`config.mk`:
```
export PLATFORM = sky130hd
export DESIGN_NAME = dual_char_stack_engine_top
export DESIGN_NICKNAME = d
export VERILOG_FILES = /design/src/hw/rtl/dcs_pkg.sv /design/src/hw/rtl/dcs_stack_ram.sv /design/src/hw/rtl/dual_char_stack_engine_top.sv
export SDC_FILE = /design/constraint.sdc
export NUM_CORES = 1
export LEC_CHECK = 0
export ABC_AREA = 1
export BUFFER_PORTS_ARGS = -buffer_cell sky130_fd_sc_hd__buf_4
export CORE_ASPECT_RATIO = 0.9
export CORE_UTILIZATION = 63
export DETAILED_ROUTE_END_ITERATION = 12
export PLACE_DENSITY = 0.8
export SETUP_SLACK_MARGIN = 0.15
export SLEW_MARGIN = 20
export SYNTH_ARGS = -nofsm -noshare
export SYNTH_HDL_FRONTEND = slang
export SYNTH_HIERARCHICAL = 1
export SYNTH_SLANG_ARGS = --single-unit
```
`constraint.sdc`:
```
create_clock -name clk -period 3.8 [get_ports clk]
set_clock_uncertainty 0.15 [all_clocks]
set_input_delay 0.38 -clock clk [delete_from_list [all_inputs] [get_ports clk]]
set_output_delay 0.38 -clock clk [all_outputs]
set_load 0.05 [all_outputs]
```
`src/hw/rtl/dcs_pkg.sv`:
```
// shared types and constants for the dual character stack engine
// item structs, opcode and sequencer state codes; no dependencies
package dcs_pkg;

    localparam int DEPTH_DEF = 16;
    localparam logic [7:0] FILL_CHAR = 8'd35;

    typedef enum logic [1:0] {
        OP_PUSH = 2'd0,
        OP_POP  = 2'd1,
        OP_XFER = 2'd2,
        OP_PAL  = 2'd3
    } op_t;

    typedef enum logic [2:0] {
        S_IDLE,
        S_EXEC,
        S_POP_WAIT,
        S_XFER_WR,
        S_PAL_HI,
        S_PAL_CMP,
        S_FINISH
    } state_t;

    typedef struct packed {
        op_t        opcode;
        logic       stack_sel;
        logic [7:0] char_in;
    } in_item_t;

    typedef struct packed {
        logic [7:0] char_out;
        logic       is_empty;
        logic       is_full;
        logic       is_palindrome;
        logic [4:0] depth_now;
    } out_item_t;

endpackage

```
`src/hw/rtl/dcs_stack_ram.sv`:
```
// slot storage for both stacks, addressed as {stack, slot}
// one write port, one read port with registered data; uses dcs_pkg
module dcs_stack_ram #(
    parameter int DEPTH = dcs_pkg::DEPTH_DEF
) (
    input  logic                       clk,
    input  logic                       wr_en,
    input  logic [$clog2(DEPTH):0]     wr_addr,
    input  logic [7:0]                 wr_data,
    input  logic                       rd_en,
    input  logic [$clog2(DEPTH):0]     rd_addr,
    output logic [7:0]                 rd_data
);
    import dcs_pkg::*;

    localparam int ADDR_W = $clog2(DEPTH) + 1;
    localparam int ENTRIES = 2 ** ADDR_W;

    logic [7:0] mem [ENTRIES];

    always_ff @(posedge clk)
    begin
        if (wr_en)
        begin
            mem[wr_addr] <= wr_data;
        end
    end

    always_ff @(posedge clk)
    begin
        if (rd_en)
        begin
            rd_data <= mem[rd_addr];
        end
    end

endmodule

```
`src/hw/rtl/dual_char_stack_engine_top.sv`:
```
// top level of the dual character stack engine: sequencer, stack counters, result register
// depends on dcs_pkg and dcs_stack_ram
//
// two bounded byte stacks, A and B, of DEPTH slots each, share one slot ram with a single
// write port and a single registered read port, and a small sequencer runs each item as a
// series of steps; in_ready is high only while the sequencer is idle. push writes and then
// finishes; pop reads the top, takes the ram data and then finishes (an empty stack goes
// straight to finishing); transfer reads the source top (skipped for an empty source), then
// writes the byte into the other stack; a palindrome query on a stack of n items compares
// up to floor(n/2) slot pairs, paced by the one ram read port: each slot pair takes two reads
// and the one byte comparator, and a mismatch ends the walk early. the finishing step waits
// for as long as the output register still holds an untaken result. the edge that loads the
// result also returns the sequencer to idle, so in_ready is high again in the next cycle.
// the result sits in an output register, so a new item can be taken while the previous
// result waits for out_ready. slot contents are never read unless a push or a transfer
// wrote them since reset, so the ram needs no clearing pass and every slot behaves as if it
// held '#' after reset; counts are flip-flops cleared by reset.
module dual_char_stack_engine_top #(
    parameter int DEPTH = dcs_pkg::DEPTH_DEF
) (
    input  logic                clk,
    input  logic                rst_n,
    input  logic                in_valid,
    output logic                in_ready,
    input  dcs_pkg::in_item_t   in_item,
    output logic                out_valid,
    input  logic                out_ready,
    output dcs_pkg::out_item_t  out_item
);
    import dcs_pkg::*;

    localparam int IDX_W = $clog2(DEPTH);
    localparam int ADDR_W = IDX_W + 1;
    localparam int CNT_W = $clog2(DEPTH + 1);
    localparam int EXT_W = (CNT_W > 5) ? CNT_W : 5;

    // sequencer and control
    state_t            state_reg, state_next;
    logic [CNT_W-1:0]  top_a_reg, top_a_next;
    logic [CNT_W-1:0]  top_b_reg, top_b_next;
    logic              out_valid_reg, out_valid_next;

    // payload held while an item is worked on
    in_item_t          item_reg, item_next;
    logic [7:0]        res_reg, res_next;
    logic              pal_reg, pal_next;
    logic [IDX_W-1:0]  lo_reg, lo_next;
    logic [IDX_W-1:0]  hi_reg, hi_next;
    logic [7:0]        lo_data_reg, lo_data_next;
    out_item_t         out_reg, out_next;

    // ram port
    logic              wr_en;
    logic [ADDR_W-1:0] wr_addr;
    logic [7:0]        wr_data;
    logic              rd_en;
    logic [ADDR_W-1:0] rd_addr;
    logic [7:0]        rd_data;

    // views of the selected and the other stack
    logic              sel;
    logic [CNT_W-1:0]  top_sel, top_oth, top_inc, oth_inc, top_dec;
    logic              sel_full, oth_full;
    logic [IDX_W-1:0]  lo_inc, hi_dec;
    logic [IDX_W:0]    lo_plus2;
    logic [EXT_W-1:0]  depth_ext;

    dcs_stack_ram #(
        .DEPTH (DEPTH)
    ) u_ram (
        .clk     (clk),
        .wr_en   (wr_en),
        .wr_addr (wr_addr),
        .wr_data (wr_data),
        .rd_en   (rd_en),
        .rd_addr (rd_addr),
        .rd_data (rd_data)
    );

    assign sel      = item_reg.stack_sel;
    assign top_sel  = sel ? top_b_reg : top_a_reg;
    assign top_oth  = sel ? top_a_reg : top_b_reg;
    assign top_inc  = top_sel + CNT_W'(1);
    assign oth_inc  = top_oth + CNT_W'(1);
    assign top_dec  = top_sel - CNT_W'(1);
    assign sel_full = (top_sel >= CNT_W'(DEPTH));
    assign oth_full = (top_oth >= CNT_W'(DEPTH));
    assign lo_inc   = lo_reg + IDX_W'(1);
    assign hi_dec   = hi_reg - IDX_W'(1);
    assign lo_plus2 = {1'b0, lo_reg} + (IDX_W + 1)'(2);
    // count after the operation, low five bits only
    assign depth_ext = EXT_W'(top_sel);

    assign in_ready  = (state_reg == S_IDLE);
    assign out_valid = out_valid_reg;
    assign out_item  = out_reg;

    always_comb
    begin
        state_next     = state_reg;
        top_a_next     = top_a_reg;
        top_b_next     = top_b_reg;
        out_valid_next = out_valid_reg;
        item_next      = item_reg;
        res_next       = res_reg;
        pal_next       = pal_reg;
        lo_next        = lo_reg;
        hi_next        = hi_reg;
        lo_data_next   = lo_data_reg;
        out_next       = out_reg;
        wr_en          = 1'b0;
        wr_addr        = {sel, top_sel[IDX_W-1:0]};
        wr_data        = item_reg.char_in;
        rd_en          = 1'b0;
        rd_addr        = {sel, top_dec[IDX_W-1:0]};

        // result taken downstream frees the output register
        if (out_valid_reg && out_ready)
        begin
            out_valid_next = 1'b0;
        end

        case (state_reg)
            S_IDLE:
            begin
                if (in_valid)
                begin
                    item_next  = in_item;
                    res_next   = 8'd0;
                    pal_next   = 1'b0;
                    state_next = S_EXEC;
                end
            end

            S_EXEC:
            begin
                case (item_reg.opcode)
                    OP_PUSH:
                    begin
                        // push onto a full stack is dropped
                        if (!sel_full)
                        begin
                            wr_en = 1'b1;
                            if (sel)
                                top_b_next = top_inc;
                            else
                                top_a_next = top_inc;
                        end
                        state_next = S_FINISH;
                    end

                    OP_POP, OP_XFER:
                    begin
                        if (top_sel == '0)
                        begin
                            // empty source yields the fill char
                            res_next   = FILL_CHAR;
                            state_next = (item_reg.opcode == OP_XFER) ? S_XFER_WR : S_FINISH;
                        end
                        else
                        begin
                            rd_en = 1'b1;
                            if (sel)
                                top_b_next = top_dec;
                            else
                                top_a_next = top_dec;
                            state_next = S_POP_WAIT;
                        end
                    end

                    OP_PAL:
                    begin
                        pal_next = 1'b1;
                        lo_next  = '0;
                        hi_next  = top_dec[IDX_W-1:0];
                        if (top_sel < CNT_W'(2))
                        begin
                            state_next = S_FINISH;
                        end
                        else
                        begin
                            rd_en      = 1'b1;
                            rd_addr    = {sel, {IDX_W{1'b0}}};
                            state_next = S_PAL_HI;
                        end
                    end

                    default:
                    begin
                        state_next = S_FINISH;
                    end
                endcase
            end

            S_POP_WAIT:
            begin
                res_next   = rd_data;
                state_next = (item_reg.opcode == OP_XFER) ? S_XFER_WR : S_FINISH;
            end

            S_XFER_WR:
            begin
                // byte is lost when the other stack is full
                if (!oth_full)
                begin
                    wr_en   = 1'b1;
                    wr_addr = {~sel, top_oth[IDX_W-1:0]};
                    wr_data = res_reg;
                    if (sel)
                        top_a_next = oth_inc;
                    else
                        top_b_next = oth_inc;
                end
                state_next = S_FINISH;
            end

            S_PAL_HI:
            begin
                lo_data_next = rd_data;
                rd_en        = 1'b1;
                rd_addr      = {sel, hi_reg};
                state_next   = S_PAL_CMP;
            end

            S_PAL_CMP:
            begin
                if (rd_data != lo_data_reg)
                begin
                    pal_next   = 1'b0;
                    state_next = S_FINISH;
                end
                else
                begin
                    lo_next = lo_inc;
                    hi_next = hi_dec;
                    // another pair left while the ends are still apart
                    if ({1'b0, hi_reg} > lo_plus2)
                    begin
                        rd_en      = 1'b1;
                        rd_addr    = {sel, lo_inc};
                        state_next = S_PAL_HI;
                    end
                    else
                    begin
                        state_next = S_FINISH;
                    end
                end
            end

            S_FINISH:
            begin
                if (!out_valid_reg || out_ready)
                begin
                    out_next.char_out      = res_reg;
                    out_next.is_empty      = (top_sel == '0);
                    out_next.is_full       = sel_full;
                    out_next.is_palindrome = pal_reg;
                    out_next.depth_now     = depth_ext[4:0];
                    out_valid_next         = 1'b1;
                    state_next             = S_IDLE;
                end
            end

            default:
            begin
                state_next = S_IDLE;
            end
        endcase
    end

    always_ff @(posedge clk or negedge rst_n)
    begin
        if (!rst_n)
        begin
            state_reg     <= S_IDLE;
            top_a_reg     <= '0;
            top_b_reg     <= '0;
            out_valid_reg <= 1'b0;
        end
        else
        begin
            state_reg     <= state_next;
            top_a_reg     <= top_a_next;
            top_b_reg     <= top_b_next;
            out_valid_reg <= out_valid_next;
        end
    end

    always_ff @(posedge clk)
    begin
        item_reg    <= item_next;
        res_reg     <= res_next;
        pal_reg     <= pal_next;
        lo_reg      <= lo_next;
        hi_reg      <= hi_next;
        lo_data_reg <= lo_data_next;
        out_reg     <= out_next;
    end

    // counts stay within the stack depth
    a_top_bound: assert property (@(posedge clk) disable iff (!rst_n)
        (top_a_reg <= CNT_W'(DEPTH)) && (top_b_reg <= CNT_W'(DEPTH)))
        else $error("stack count beyond depth");

    // an accepted item always starts the sequencer
    a_accept_busy: assert property (@(posedge clk) disable iff (!rst_n)
        (in_valid && in_ready) |=> (state_reg == S_EXEC))
        else $error("accepted item did not start execution");

    // the palindrome walk leaves both stacks untouched
    a_pal_stable: assert property (@(posedge clk) disable iff (!rst_n)
        (state_reg == S_PAL_HI || state_reg == S_PAL_CMP)
        |=> ($stable(top_a_reg) && $stable(top_b_reg)))
        else $error("stack count changed during palindrome walk");

    // writes go only into a stack that is not full
    a_wr_slot: assert property (@(posedge clk) disable iff (!rst_n)
        wr_en |-> ((wr_addr[IDX_W] ? top_b_reg : top_a_reg) < CNT_W'(DEPTH)))
        else $error("slot write into a full stack");

endmodule

```
# Word level (Yosys, flattened, before mapping)
# Memories as Yosys holds them, arrays and structs flattened. A register that Yosys moved wholly into a read port is not among the register bits.
# Index checks and enable logic that the tools add are counted.
# op_classes
muxes,65
n_eq_ne,27
addsub,6
magnitude_cmp,4
reduce_logical,19
bitwise,1
# ops
op,count
$mux W5,16
$mux W8,5
$pmux W5 S2,4
$mux W4,8
$pmux W8 S3,1
$pmux W3 S7,1
$ne A2 B2 Y1 const B,9
$ne A3 B3 Y1 const B,6
$pmux W4 S2,2
$reduce_and A8 Y1,2
$mux W1,15
$mux W3,4
$pmux W4 S3,1
$add A5 B1 Y5 const B,2
$ge A5 B5 Y1 const B,2
$eq A3 B3 Y1 const B,3
$pmux W3 S3,1
$ne A8 B8 Y1,1
$reduce_and A4 Y1,2
$eq A3 B2 Y1 const B,2
$mux W2,3
$pmux W1 S3,2
$reduce_and A2 Y1,3
$reduce_bool A3 Y1,2
other kinds (22),25
# word_totals
ram_bits,256
n_memories,1
reg_bits,66
in_bits,15
output_inout_bits,18
# mem_list
memory,depth,width,rd,rd_ports_with_merged_regs,write_ports,line_no,rtl
u_ram.mem,32,8,1,1,1,dcs_stack_ram.sv:19,logic [7:0] mem [ENTRIES];

# Longest topological paths before layout
# depth
depth_word,7
depth_mapped,25
mapped_depth_nobuf,23

# Modules after synthesis
# The synthesis kept the hierarchy.
# by_module_without_submodules
module,instances,area_each_um2,cells_each
dcs_stack_ram,1,10866.7,922
dual_char_stack_engine_top,1,3818.7,463

# Worst setup path before layout
# No wires, ideal clock.
# synth_timing
kind,reg2reg
startpoint,reg lo_reg[1]
endpoint,"reg u_ram.rd_data[6], read port of u_ram.mem, data pin"
period_less_slack_ps,2963
stages_incl_launch_ff,25
path_slack_ps,837
n_path_buf,2
arrival_time_ps,2560
cell_sequence,edfxtp_1 -> ha_1 -> xnor2_1 -> ha_1 -> nand2_1 -> o21ai_0 -> inv_1 -> nand2_1 -> inv_1 -> nand3_1 -> nand2_1 -> nand2_1 -> nand2_1 -> nand2_1 -> inv_2 -> buf_6 -> buf_6 -> nand2_1 -> nand3_1 -> nand3_1 -> nand2_1 -> nand2_1 -> nand2_1 -> nand2_1 -> nand2_1
# synth_between
elab_chain_cells,5
elab_cells_between_ends,9
# synth_lines
item,line_no,rtl
"start, declared",dual_char_stack_engine_top.sv:47,"logic [IDX_W-1:0] lo_reg, lo_next;"
"start signal, assigned",dual_char_stack_engine_top.sv:294,lo_reg <= lo_next;
$add A4 B2 Y5,dual_char_stack_engine_top.sv:90,"assign lo_plus2 = {1'b0, lo_reg} + (IDX_W + 1)'(2);"
$gt A4 B5 Y1,dual_char_stack_engine_top.sv:237,"if ({1'b0, hi_reg} > lo_plus2)"
$mux W4,dual_char_stack_engine_top.sv:237,
$mux W4,dual_char_stack_engine_top.sv:227,if (rd_data != lo_data_reg)
$pmux W4 S3,dual_char_stack_engine_top.sv:123,case (state_reg)
net rd_addr[0],dual_char_stack_engine_top.sv:57,logic [ADDR_W-1:0] rd_addr;
"end, declared",dcs_stack_ram.sv:12,output logic [7:0] rd_data
# The timed path passes the listed nets, and every way through them passes these cells.
# A chain may end at the register's enable or synchronous reset.

# Final worst setup path
# layout_timing
startpoint,reg lo_reg[2]
endpoint,"reg u_ram.rd_data[7], read port of u_ram.mem, data pin"
# The elaborated chain is that of the path after synthesis.

==> metrics <==
clk_lat worst skew 560 ps; Die Area 23900 sq um; DP HPWL 21400 um; Mapped Avg Cell Area 10.6 sq um; max-cap viol count 0; YS warnings 6; antenna violations before repair 0; Core Area 22700 sq um; DR vias/cell 6.10; GRT overflow 0; initial core utilization 64.7%; WS Path Type reg2reg; worst min-delay path class in2reg; status finished, final reports clean; first-pass GRT wire length 56500 um; Iteration-0 DRC Markers 1598; Top FF cell, synth edfxtp_1; overall routed net length 37500 um; Antenna Violating Nets Remaining 0; Inserted Diodes 0; sw frac 44.7%; vias in the first global route 10200; Core Util, Final 73.4%; max-slew violations 0; final hold slack 46.9 ps; Clock Sinks 329; post-synth cell types 36; Clk pin slew, worst setup/hold paths 70 ps; max reg flops 256; Clock Root Buffer clkbuf_16; Critical Path AT 3870 ps; Tcrit/Tclk final 94.3%; Max H-tree Level 1; chip width 163 um; DP Worst Slack 177 ps; Leak 6.62 nW; Total GRT Usage 31.1%; Num CTS Buffers 31; Mapped Area 14700 sq um; Core Rows 52; drt pass-1 iters 7; register area share after synthesis 66.8%; Placer Congestion 0.944; CTS max path bufs 3; post-layout net count 1491; Post-synth EDFFs 315; PortBufs 32; layout cell share with drive strength beyond 1 11.8%; P_sw 7.12 mW; worst-path fanout max 32; Fmax 279 MHz; DR WL/cell 21.0 um; pwr/cell area 956 nW/um^2; VDD IR max 0.000770 V; number of remaining DRC errors 0; endpoints failing setup 0; Chip Height 147 um; fin crit period 3590 ps; total negative slack 0 ps; CP Data Required Time 4080 ps; final-report hold violation count 0; unrepaired setup endpoints after global routing no; Syn Nets 1414; Synth-to-Final Area Change 13.5%; pin count of the biggest net entering global routing 65; I/O Pins 33; vias 10900; final setup margin 215 ps; Crit. End Element register; Mapped Cells 1385; Synth Register Bits 329; ys async rst share 4.26%; combinational share of power 49.5%; startpoint types register; Clk pwr share 19.9%; CTS tree yes; Least-Margin Pin Slew 1090 ps; sequential cell fraction of total power 30.6%; Relative slew margins 27.1%; Internal Power 8.82 mW; R2R setup slack 210 ps
through the flow:
step	cell area, sq um	total power [mW]	std cells
after global routing	16700	16.7	1783
after floorplan	14700	10.0	1385
after detailed placement	15300	11.9	1704
after CTS	16600	15.5	1779
final	16700	15.9	1783
after global placement	15300	11.7	1704
final timing paths:
kind | from | to | cells past startpoint
worst max-delay path | lo_reg[2] | u_ram/rd_data[7] | 22
worst min-delay path | in_valid | state_reg[0] | 5
worst max register to register | lo_reg[2] | u_ram/rd_data[7] | 22
worst min register to register | res_reg[4] | out_item[12] | 0
max in group asynchronous | rst_n | top_b_reg[3] | 2
min in group asynchronous | rst_n | top_a_reg[0] | 2
layout by cell type (no fill, tap or decap), types with 7 or more instances in the layout:
| cell | instances |
|---|---|
| o21ai_0 | 21 |
| nand3_1 | 217 |
| clkbuf_16 | 34 |
| nor2_1 | 76 |
| edfxtp_1 | 315 |
| nand2_1 | 519 |
| inv_1 | 71 |
| o21ai_1 | 12 |
| buf_4 | 79 |
| dfrtp_1 | 14 |
| o21ai_2 | 8 |
| dlygate4sd3_1 | 13 |
| a21oi_1 | 8 |
| clkinv_2 | 7 |
| ha_1 | 13 |
cells in the mapped netlist (6+ instances only):
| cell type | number | share of area [%] |
|---|---|---|
| nor2_1 | 77 | 2.0 |
| nand3_1 | 221 | 7.5 |
| buf_2 | 18 | 0.61 |
| o21ai_0 | 22 | 0.75 |
| o21ai_1 | 11 | 0.37 |
| edfxtp_1 | 315 | 64 |
| a21oi_1 | 8 | 0.27 |
| inv_1 | 71 | 1.8 |
| o21ai_2 | 8 | 0.48 |
| buf_6 | 26 | 2.0 |
| nand2_1 | 522 | 13 |
| inv_2 | 6 | 0.15 |
| clkbuf_1 | 7 | 0.18 |
| ha_1 | 14 | 1.2 |
| dfrtp_1 | 14 | 2.4 |
metal layers:
| layer | vias up | share of wire (%) | wire length, um | track usage [%] |
|---|---|---|---|---|
| met5 | - | 0 | 0 | 0 |
| met4 | 0 | 2.7 | 1020 | 9.35 |
| met3 | 103 | 12 | 4660 | 5.31 |
| met2 | 765 | 46 | 17200 | 47.9 |
| met1 | 5136 | 39 | 14600 | 45.9 |
| li1 | 4866 | - | - | - |
cells by family after synthesis:
logic type               after synthesis  synth area share [%]
AO/OA/AOI/OAI                         59                  2.43
flip-flops                           329                  66.8
buffers and inverters                137                  5.21
adder cells (fa/ha/maj)               14                  1.19
AND/OR/NAND/NOR                      838                  23.9
XOR/XNOR                               8                 0.477
power groups by stage:
stage	Combinational (mW)	Sequential (mW)	Clock, mW
floorplan	5.03	5.01	0
global placement	6.75	4.92	0
detailed placement	6.94	4.94	0
CTS	7.42	4.87	3.18
global route	8.49	4.90	3.33
finish	7.89	4.87	3.17
final cells by class:
class / instances / area, sq um
clock inverters: 23 / 256
repair buffers: 103 / 996
multi-input cells: 919 / 4150
inverters: 78 / 303
fillers: 1504 / 6030
well taps: 297 / 372
flip-flops and latches: 329 / 9810
clock buffers: 34 / 787
worst max-delay path: stages (launching register included):
cell and delay (ps):
edfxtp_1 440, ha_2 350, inv_1 40, ha_1 260, nand2_1 110, o21ai_1 80
inv_1 90, nand2_1 110, nor2_2 210, nand2_1 70, o21ai_0 120, inv_1 110
nand2_4 130, buf_12 150, clkbuf_16 230, nand2_1 100, nand3_1 120, nand3_1 110
nand2_1 140, nand2_1 70, nand2_1 90, nand2_1 60, nand2_1 60
repair_timing:
item	in CTS	in global routing
hold buffers	13	0
setup endpoints to repair	4	8
pin swaps	1	0
gates resized for setup	5	11
buffers inserted	2	1
endpoints found under the hold margin	26	0
cloned	3	3
Power figures use the tool's default switching activity.
